File: src/hdl/ppa_pkg.sv
`default_nettype none
package ppa_pkg;
  localparam int DirEntries   = 1024;
  localparam int TableCount   = 64;
  localparam int TableEntries = 1024;
  localparam int DirW   = $clog2(DirEntries);
  localparam int SlotW  = $clog2(TableEntries);
  localparam int TblW   = $clog2(TableCount);
  localparam int TaddrW = TblW + SlotW;
  localparam int EntW   = 32;
  localparam int DentW  = 18;

  typedef enum logic [1:0] {
    CMD_MAP   = 2'd0,
    CMD_ALLOC = 2'd1,
    CMD_FREE  = 2'd2,
    CMD_INFO  = 2'd3
  } cmd_t;

  localparam logic [1:0] ST_OK      = 2'd0;
  localparam logic [1:0] ST_NONE    = 2'd1;
  localparam logic [1:0] ST_NO_TBLS = 2'd2;

  typedef enum logic [3:0] {
    S_IDLE, S_CLR, S_MAP, S_CLRTAB, S_DRD, S_DCHK, S_ERD, S_ECHK, S_OUT
  } state_t;

  // controller -> datapath
  typedef struct packed {
    logic load;      // capture input item
    logic clr_step;  // directory clear sweep
    logic map_do;    // decide and perform map (bind / write)
    logic tclr_step; // clear one entry of freshly bound table
    logic dir_rd;    // read directory at scan slot
    logic dir_next;  // advance scan slot
    logic ent_rd;    // read table entry at scan slot
    logic ent_chk;   // evaluate entry
    logic ent_next;  // advance table slot
    logic out_load;  // register result
  } cmd_bus_t;

  // datapath -> controller
  typedef struct packed {
    logic clr_last;
    logic map_bind;  // map bound a table, clear sweep needed
    logic tclr_last;
    logic dir_present;
    logic dir_last;
    logic ent_done;  // item finished by this entry
    logic ent_last;
    logic is_map;
  } sts_bus_t;
endpackage
`default_nettype wire

File: src/hdl/ppa_ctrl.sv
`default_nettype none
module ppa_ctrl
  import ppa_pkg::*;
(
  input  wire logic     clk,
  input  wire logic     rst,
  input  wire logic     in_valid,
  output logic          in_stall,
  output logic          out_valid,
  input  wire logic     out_stall,
  output cmd_bus_t      cb,
  input  wire sts_bus_t sb
);
  state_t state, state_next;
  logic   out_valid_next;

  always_comb begin
    state_next = state;
    unique case (state)
      S_IDLE:   if (in_valid) state_next = sb.is_map ? S_MAP : S_DRD;
      S_CLR:    if (sb.clr_last) state_next = S_IDLE;
      S_MAP:    state_next = sb.map_bind ? S_CLRTAB : S_OUT;
      S_CLRTAB: if (sb.tclr_last) state_next = S_OUT;
      S_DRD:    state_next = S_DCHK;
      S_DCHK: begin
        if (sb.dir_present) state_next = S_ERD;
        else if (sb.dir_last) state_next = S_OUT;
        else state_next = S_DRD;
      end
      S_ERD:    state_next = S_ECHK;
      S_ECHK: begin
        if (sb.ent_done) state_next = S_OUT;
        else if (!sb.ent_last) state_next = S_ERD;
        else if (sb.dir_last) state_next = S_OUT;
        else state_next = S_DRD;
      end
      S_OUT:    if (!out_valid || !out_stall) state_next = S_IDLE;
      default:  state_next = S_IDLE;
    endcase
  end

  always_comb begin
    cb = '0;
    in_stall = (state != S_IDLE);
    unique case (state)
      S_IDLE:   cb.load = in_valid;
      S_CLR:    cb.clr_step = 1'b1;
      S_MAP:    cb.map_do = 1'b1;
      S_CLRTAB: cb.tclr_step = 1'b1;
      S_DRD:    cb.dir_rd = 1'b1;
      S_DCHK:   cb.dir_next = !sb.dir_present;
      S_ERD:    cb.ent_rd = 1'b1;
      S_ECHK: begin
        cb.ent_chk  = 1'b1;
        cb.ent_next = !sb.ent_done;
        cb.dir_next = !sb.ent_done && sb.ent_last;
      end
      S_OUT:    cb.out_load = !out_valid || !out_stall;
      default:  cb = '0;
    endcase
  end

  always_comb begin
    out_valid_next = out_valid;
    if (out_valid && !out_stall) out_valid_next = 1'b0;
    if (cb.out_load) out_valid_next = 1'b1;
  end

  always_ff @(posedge clk) begin
    if (rst) begin
      state     <= S_CLR;
      out_valid <= 1'b0;
    end else begin
      state     <= state_next;
      out_valid <= out_valid_next;
    end
  end

  assert property (@(posedge clk) disable iff (rst)
    (in_valid && !in_stall) |=> (state != S_IDLE))
    else $error("item accepted but controller stayed idle");
  assert property (@(posedge clk) disable iff (rst)
    (state == S_ERD) |=> (state == S_ECHK))
    else $error("entry read not followed by check");
  assert property (@(posedge clk) disable iff (rst)
    (out_valid && out_stall) |=> out_valid)
    else $error("stalled result dropped");
endmodule
`default_nettype wire

File: config.mk
export PLATFORM = sky130hd
export DESIGN_NAME = ppa_ctrl
export DESIGN_NICKNAME = d
export VERILOG_FILES = /design/src/hdl/ppa_pkg.sv /design/src/hdl/ppa_ctrl.sv
export SDC_FILE = /design/constraint.sdc
export NUM_CORES = 1
export LEC_CHECK = 0
export BUFFER_PORTS_ARGS = -buffer_cell sky130_fd_sc_hd__buf_2
export CELL_PAD_IN_SITES_DETAIL_PLACEMENT = 0
export CELL_PAD_IN_SITES_GLOBAL_PLACEMENT = 2
export CORE_MARGIN = 2
export CORE_UTILIZATION = 23
export CTS_BUF_LIST = sky130_fd_sc_hd__clkbuf_2 sky130_fd_sc_hd__clkbuf_4 sky130_fd_sc_hd__clkbuf_8
export DETAILED_ROUTE_END_ITERATION = 10
export GPL_ROUTABILITY_DRIVEN = 0
export PLACE_DENSITY = 0.82
export SLEW_MARGIN = 20
export SYNTH_ARGS = -nofsm -noshare
export SYNTH_HDL_FRONTEND = slang
export SYNTH_SLANG_ARGS = --single-unit
File: constraint.sdc
create_clock -name clk -period 1.4 [get_ports clk]
set_input_delay 0.07 -clock clk [delete_from_list [all_inputs] [get_ports clk]]
set_output_delay 0.07 -clock clk [all_outputs]
set_load 0.05 [all_outputs]
# After elaboration in Yosys (flattened, before gate mapping)
# Index checks and enable logic that the tools add are counted.
# totals
reg_bits	5
latch_bits	0
mem_bits_rw	0
romBits	0
in_bits	12
output_inout_bits	12
wordCells	47
mem_count	0
# classes
n_addsub	0
n_mul	0
div	0
magnitude_cmp	0
n_eq_ne	12
shift	0
mux	22
bitwise	0
reduce_logical	11
# op_table
cell	count
$mux 4	9
$pmux 4 s9	1
$eq 4x3->1 const B	4
$mux 1	9
$eq 4x2->1 const B	2
$ne 2x2->1 const B	4
$eq 4x1->1 const B	1
$eq 4x4->1 const B	1
$logic_not 1->1	4
$logic_not 4->1	1
$reduce_and 4->1	1
$reduce_bool 4->1	1
$mux 3	1
$logic_and 1x1->1	2
$mux 2	1
$pmux 1 s2	1
$reduce_bool 2->1	1
$logic_or 1x1->1	1

# Longest topological paths before layout
# logic_depth
word_depth	4
mapped_depth	6
ltp_nobuf	5

# Worst setup path after synthesis
# OpenSTA, ideal clock, no wires.
# synth_path
path_kind	reg2out
startpoint	register state[2]
endpoint	output port cb[5] in the netlist's numbering
t_arrival_ps	1851
required_ps	1330
path_slack_ps	-521
stages_incl_launch_ff	4
path_buffers	1
path_cell_list	dfxtp_1 buf_6 or2b_2 nor3_1
# synth_rtl
element	line	rtl
start, declared	ppa_ctrl.sv:14	state_t state, state_next;
start signal, assigned	ppa_ctrl.sv:74	state <= state_next;
end, declared	ppa_ctrl.sv:11	output cmd_bus_t cb,

==> results.rst <==
.. list-table::
   :header-rows: 1

   * - Metric
     - Value
   * - Worst-case clock buffer depth
     - 2
   * - Average footprint of a synthesized cell
     - roughly 7.3 sq um
   * - Startpoint types
     - flip-flop
   * - Placement-stage cell area
     - 651.9 sq um
   * - Worst path slowest cell
     - dfxtp_4
   * - Wire length of the first global-routing pass
     - roughly 2100 um
   * - Static Leak
     - between 0.3 and 0.4 nW
   * - P per Cell Area
     - around 600 mW/mm^2
   * - Setup total negative slack
     - 0 ps
   * - Number of pins with negative max-slew slack in the final report
     - 0
   * - Post-CTS clock slew at the launch and capture registers of the worst setup and hold paths
     - ~50 ps
   * - Flop and latch count out of synthesis
     - 5
   * - Fill cell count
     - 219
   * - Worst path arrival time
     - between 1000 and 1500 ps
   * - CTS H-Tree Depth
     - 1
   * - Initial core utilization
     - 0.2396
   * - Floorplan die area
     - between 0.002 and 0.0025 sq mm
   * - Crit path capture
     - cb[4]
   * - Share of layout cells above drive strength 1
     - 0.5773
   * - Worst setup path start
     - state[1]
   * - F_max
     - between 700 and 800 MHz
   * - Worst Setup Path Type
     - reg -> out
   * - Number of buffers added to fix hold violations after cts
     - 0
   * - Number of distinct standard cells referenced by the synthesized netlist
     - 27
   * - Sequential fraction of the synthesis area
     - 0.2174
   * - R2r setup slk
     - around 120 ps
   * - Syn_nets
     - 75
   * - Total iterations of the first detailed-routing run
     - 4
   * - Sum of routed wire length over all layers
     - roughly 1400 um
   * - Port buffer count
     - 23
   * - Endpoint of the most critical register-to-register path
     - state[0]
   * - Number of clock sinks
     - 5
   * - Die X
     - a little under 50 um
   * - Setup repair after global routing missed its margin
     - false
   * - Total power draw
     - 0.0004702 W
   * - Clock latency reported for the late side of the worst-skew pair
     - between 200 and 300 ps
   * - Floorplan core area
     - approximately 0.0019 sq mm
   * - Final clock period utilization by the worst path
     - 0.9739
   * - CTS tree
     - yes
   * - Number of nets in the final layout
     - 110
   * - Max-Cap Viols
     - 0
   * - Actual slew at the worst max-slew pin
     - between 200 and 300 ps
   * - Total non-filler cell area in the finished layout
     - around 780 sq um
   * - Via total after detailed routing
     - roughly 580
   * - Normalized max-slew margin
     - 0.8042
   * - Post-synthesis cell count
     - 63
   * - Number of antenna violations at the first check in global routing
     - 0
   * - Post-synth EDFFs
     - 0
   * - TritonCTS buffer count
     - 3
   * - Req. time, crit path
     - 1330 ps
   * - Avg WL per Cell
     - ~12 um
   * - Hold Crit Class
     - in -> reg
   * - Synth-to-Final Area Change
     - 69.84%
   * - Remaining antenna violation count
     - 0
   * - Final HPWL DP
     - a little over 1000 um
   * - Post-Place Cells
     - between 100 and 150
   * - Hold violation total from the final report
     - 0
   * - Maximum number of pins on one net before global-route repair
     - 13
   * - Peak supply drop
     - 0.3194 mV
   * - Total number of yosys warnings
     - 0
   * - Non-filler cells, final
     - 124
   * - Worst Reg-to-Reg Cells
     - 5
   * - Residual overflow from global routing
     - 0
   * - Tmin final
     - roughly 1400 ps
   * - Iteration-0 DRC Markers
     - 8
   * - Ordered cell list for the critical path
     - buf_4 > o22a_1 > nor3_4 > buf_6
   * - Outcome
     - finished clean
   * - Final Setup Violations
     - 0
   * - Top_reg_cell synth
     - dfxtp_1
   * - Area occupied by multi-input gates
     - around 360 sq um
   * - Global-route usage over all layers
     - 0.1142
   * - Number of top-level pins
     - 24
   * - FF/Latch Area
     - approximately 110 sq um
   * - Row cnt
     - 16
   * - Post-synthesis instance area
     - about 460 sq um
   * - Master cell of the clock root buffer
     - clkbuf_4
   * - Worst-path maximum fanout
     - 7
   * - Die height
     - about 49 um
   * - Via count of the first global-routing pass
     - between 400 and 500
   * - Sort of element at the end of the critical path
     - output pin
   * - Critical path's largest stage delay
     - approximately 370 ps
   * - Launching point of the worst reg2reg path
     - state[0]
   * - Fraction of registers with async set or reset after synthesis
     - 0
   * - Worst clock skew
     - ~4.7 ps
   * - Cells on Worst Hold Path
     - 2
   * - Average via count per standard cell
     - approximately 4.6
   * - Antenna diodes
     - 0
   * - Number of remaining DRC errors
     - 0
## sequential cells by signal (all words and copies together), names as in the netlist
register and count:
state 4, out_valid 1
## power by group
group	internal, W	total (W)	switching [W]
logic	0.0000532	0.000126	0.0000728
clock network	0.000127	0.000193	0.0000654
registers	0.000143	0.000151	0.00000836
## layer usage
| metal | wire (um) | global-route usage |
|---|---|---|
| met1 | 704 | 0.1594 |
| met2 | 669 | 0.1575 |
| met3 | 66 | 0.02469 |
| met4 | 9 | 0.07143 |
| met5 | 0 | 0 |
## cell usage in the layout (no fill, tap or decap), types with 3 or more instances in the layout
| cell type | count |
|---|---|
| buf_6 | 5 |
| nand2_1 | 6 |
| a21oi_1 | 5 |
| o21ai_0 | 3 |
| clkbuf_4 | 4 |
| buf_2 | 14 |
| nor3_1 | 4 |
| buf_4 | 16 |
| dfxtp_4 | 3 |
| nor2_1 | 4 |
| nand2b_1 | 4 |
## worst min path at each step
| stage | start | endpoint | slack [ps] |
|---|---|---|---|
| floorplan | rst | out_valid | 140 |
| global placement | rst | out_valid | 290 |
| detailed placement | rst | out_valid | 300 |
| CTS | rst | out_valid | 40 |
| global route | rst | out_valid | 50 |
| finish | rst | out_valid | 40 |
## synth_stat cells (2+ instances only)
library cell  number  share of area
buf_4              2          0.033
buf_6              3          0.073
o21ai_0            3          0.033
nor3_1             8          0.087
nor2_1             6          0.049
dfxtp_1            5           0.22
a21oi_1            6          0.065
nand2b_1           4          0.054
nand3b_1           2          0.033
nand2_1            6          0.049
and3_1             2          0.027
## kinds of logic (layout without fill, tap and decap cells)
family | after synthesis | count (layout) | share of synthesized area
flops | 5 | 5 | 0.2174
buf+inv | 6 | 40 | 0.1168
compound gates | 16 | 16 | 0.2174
simple gates | 36 | 36 | 0.4484
## worst max-delay path: cells and delay by family, from the launching register on
kind | cells | cell delay (ps)
compound gates | 1 | 220
buf+inv | 2 | 340
flops | 1 | 370
simple gates | 1 | 120
## stage by stage
step	hold WS, ps	utilization	setup slack, ps
5_1_grt	52.19	0.4069	1.813
4_1_cts	38.77	0.3711	2.440
3_5_place_dp	298.1	0.3392	50.67
6_report	43.28	0.4069	36.56
3_3_place_gp	292.9	0.3392	17.16
2_1_floorplan	139.1	-	-106.4
## cell type report
class,instances,area share
well taps,27,0.04320
repair buffers,35,0.3152
multi-input cells,52,0.4544
clock buffers,4,0.03840
flip-flops and latches,5,0.1424
inverters,1,0.006400
## what timing repair did
item / CTS / global route
pin swaps: 0 / 1
setup buffers: 0 / 4
setup endpoints to repair: 10 / 7
gates cloned: 0 / 0
gates resized for setup: 13 / 14
(Power assumes the default switching activity.)
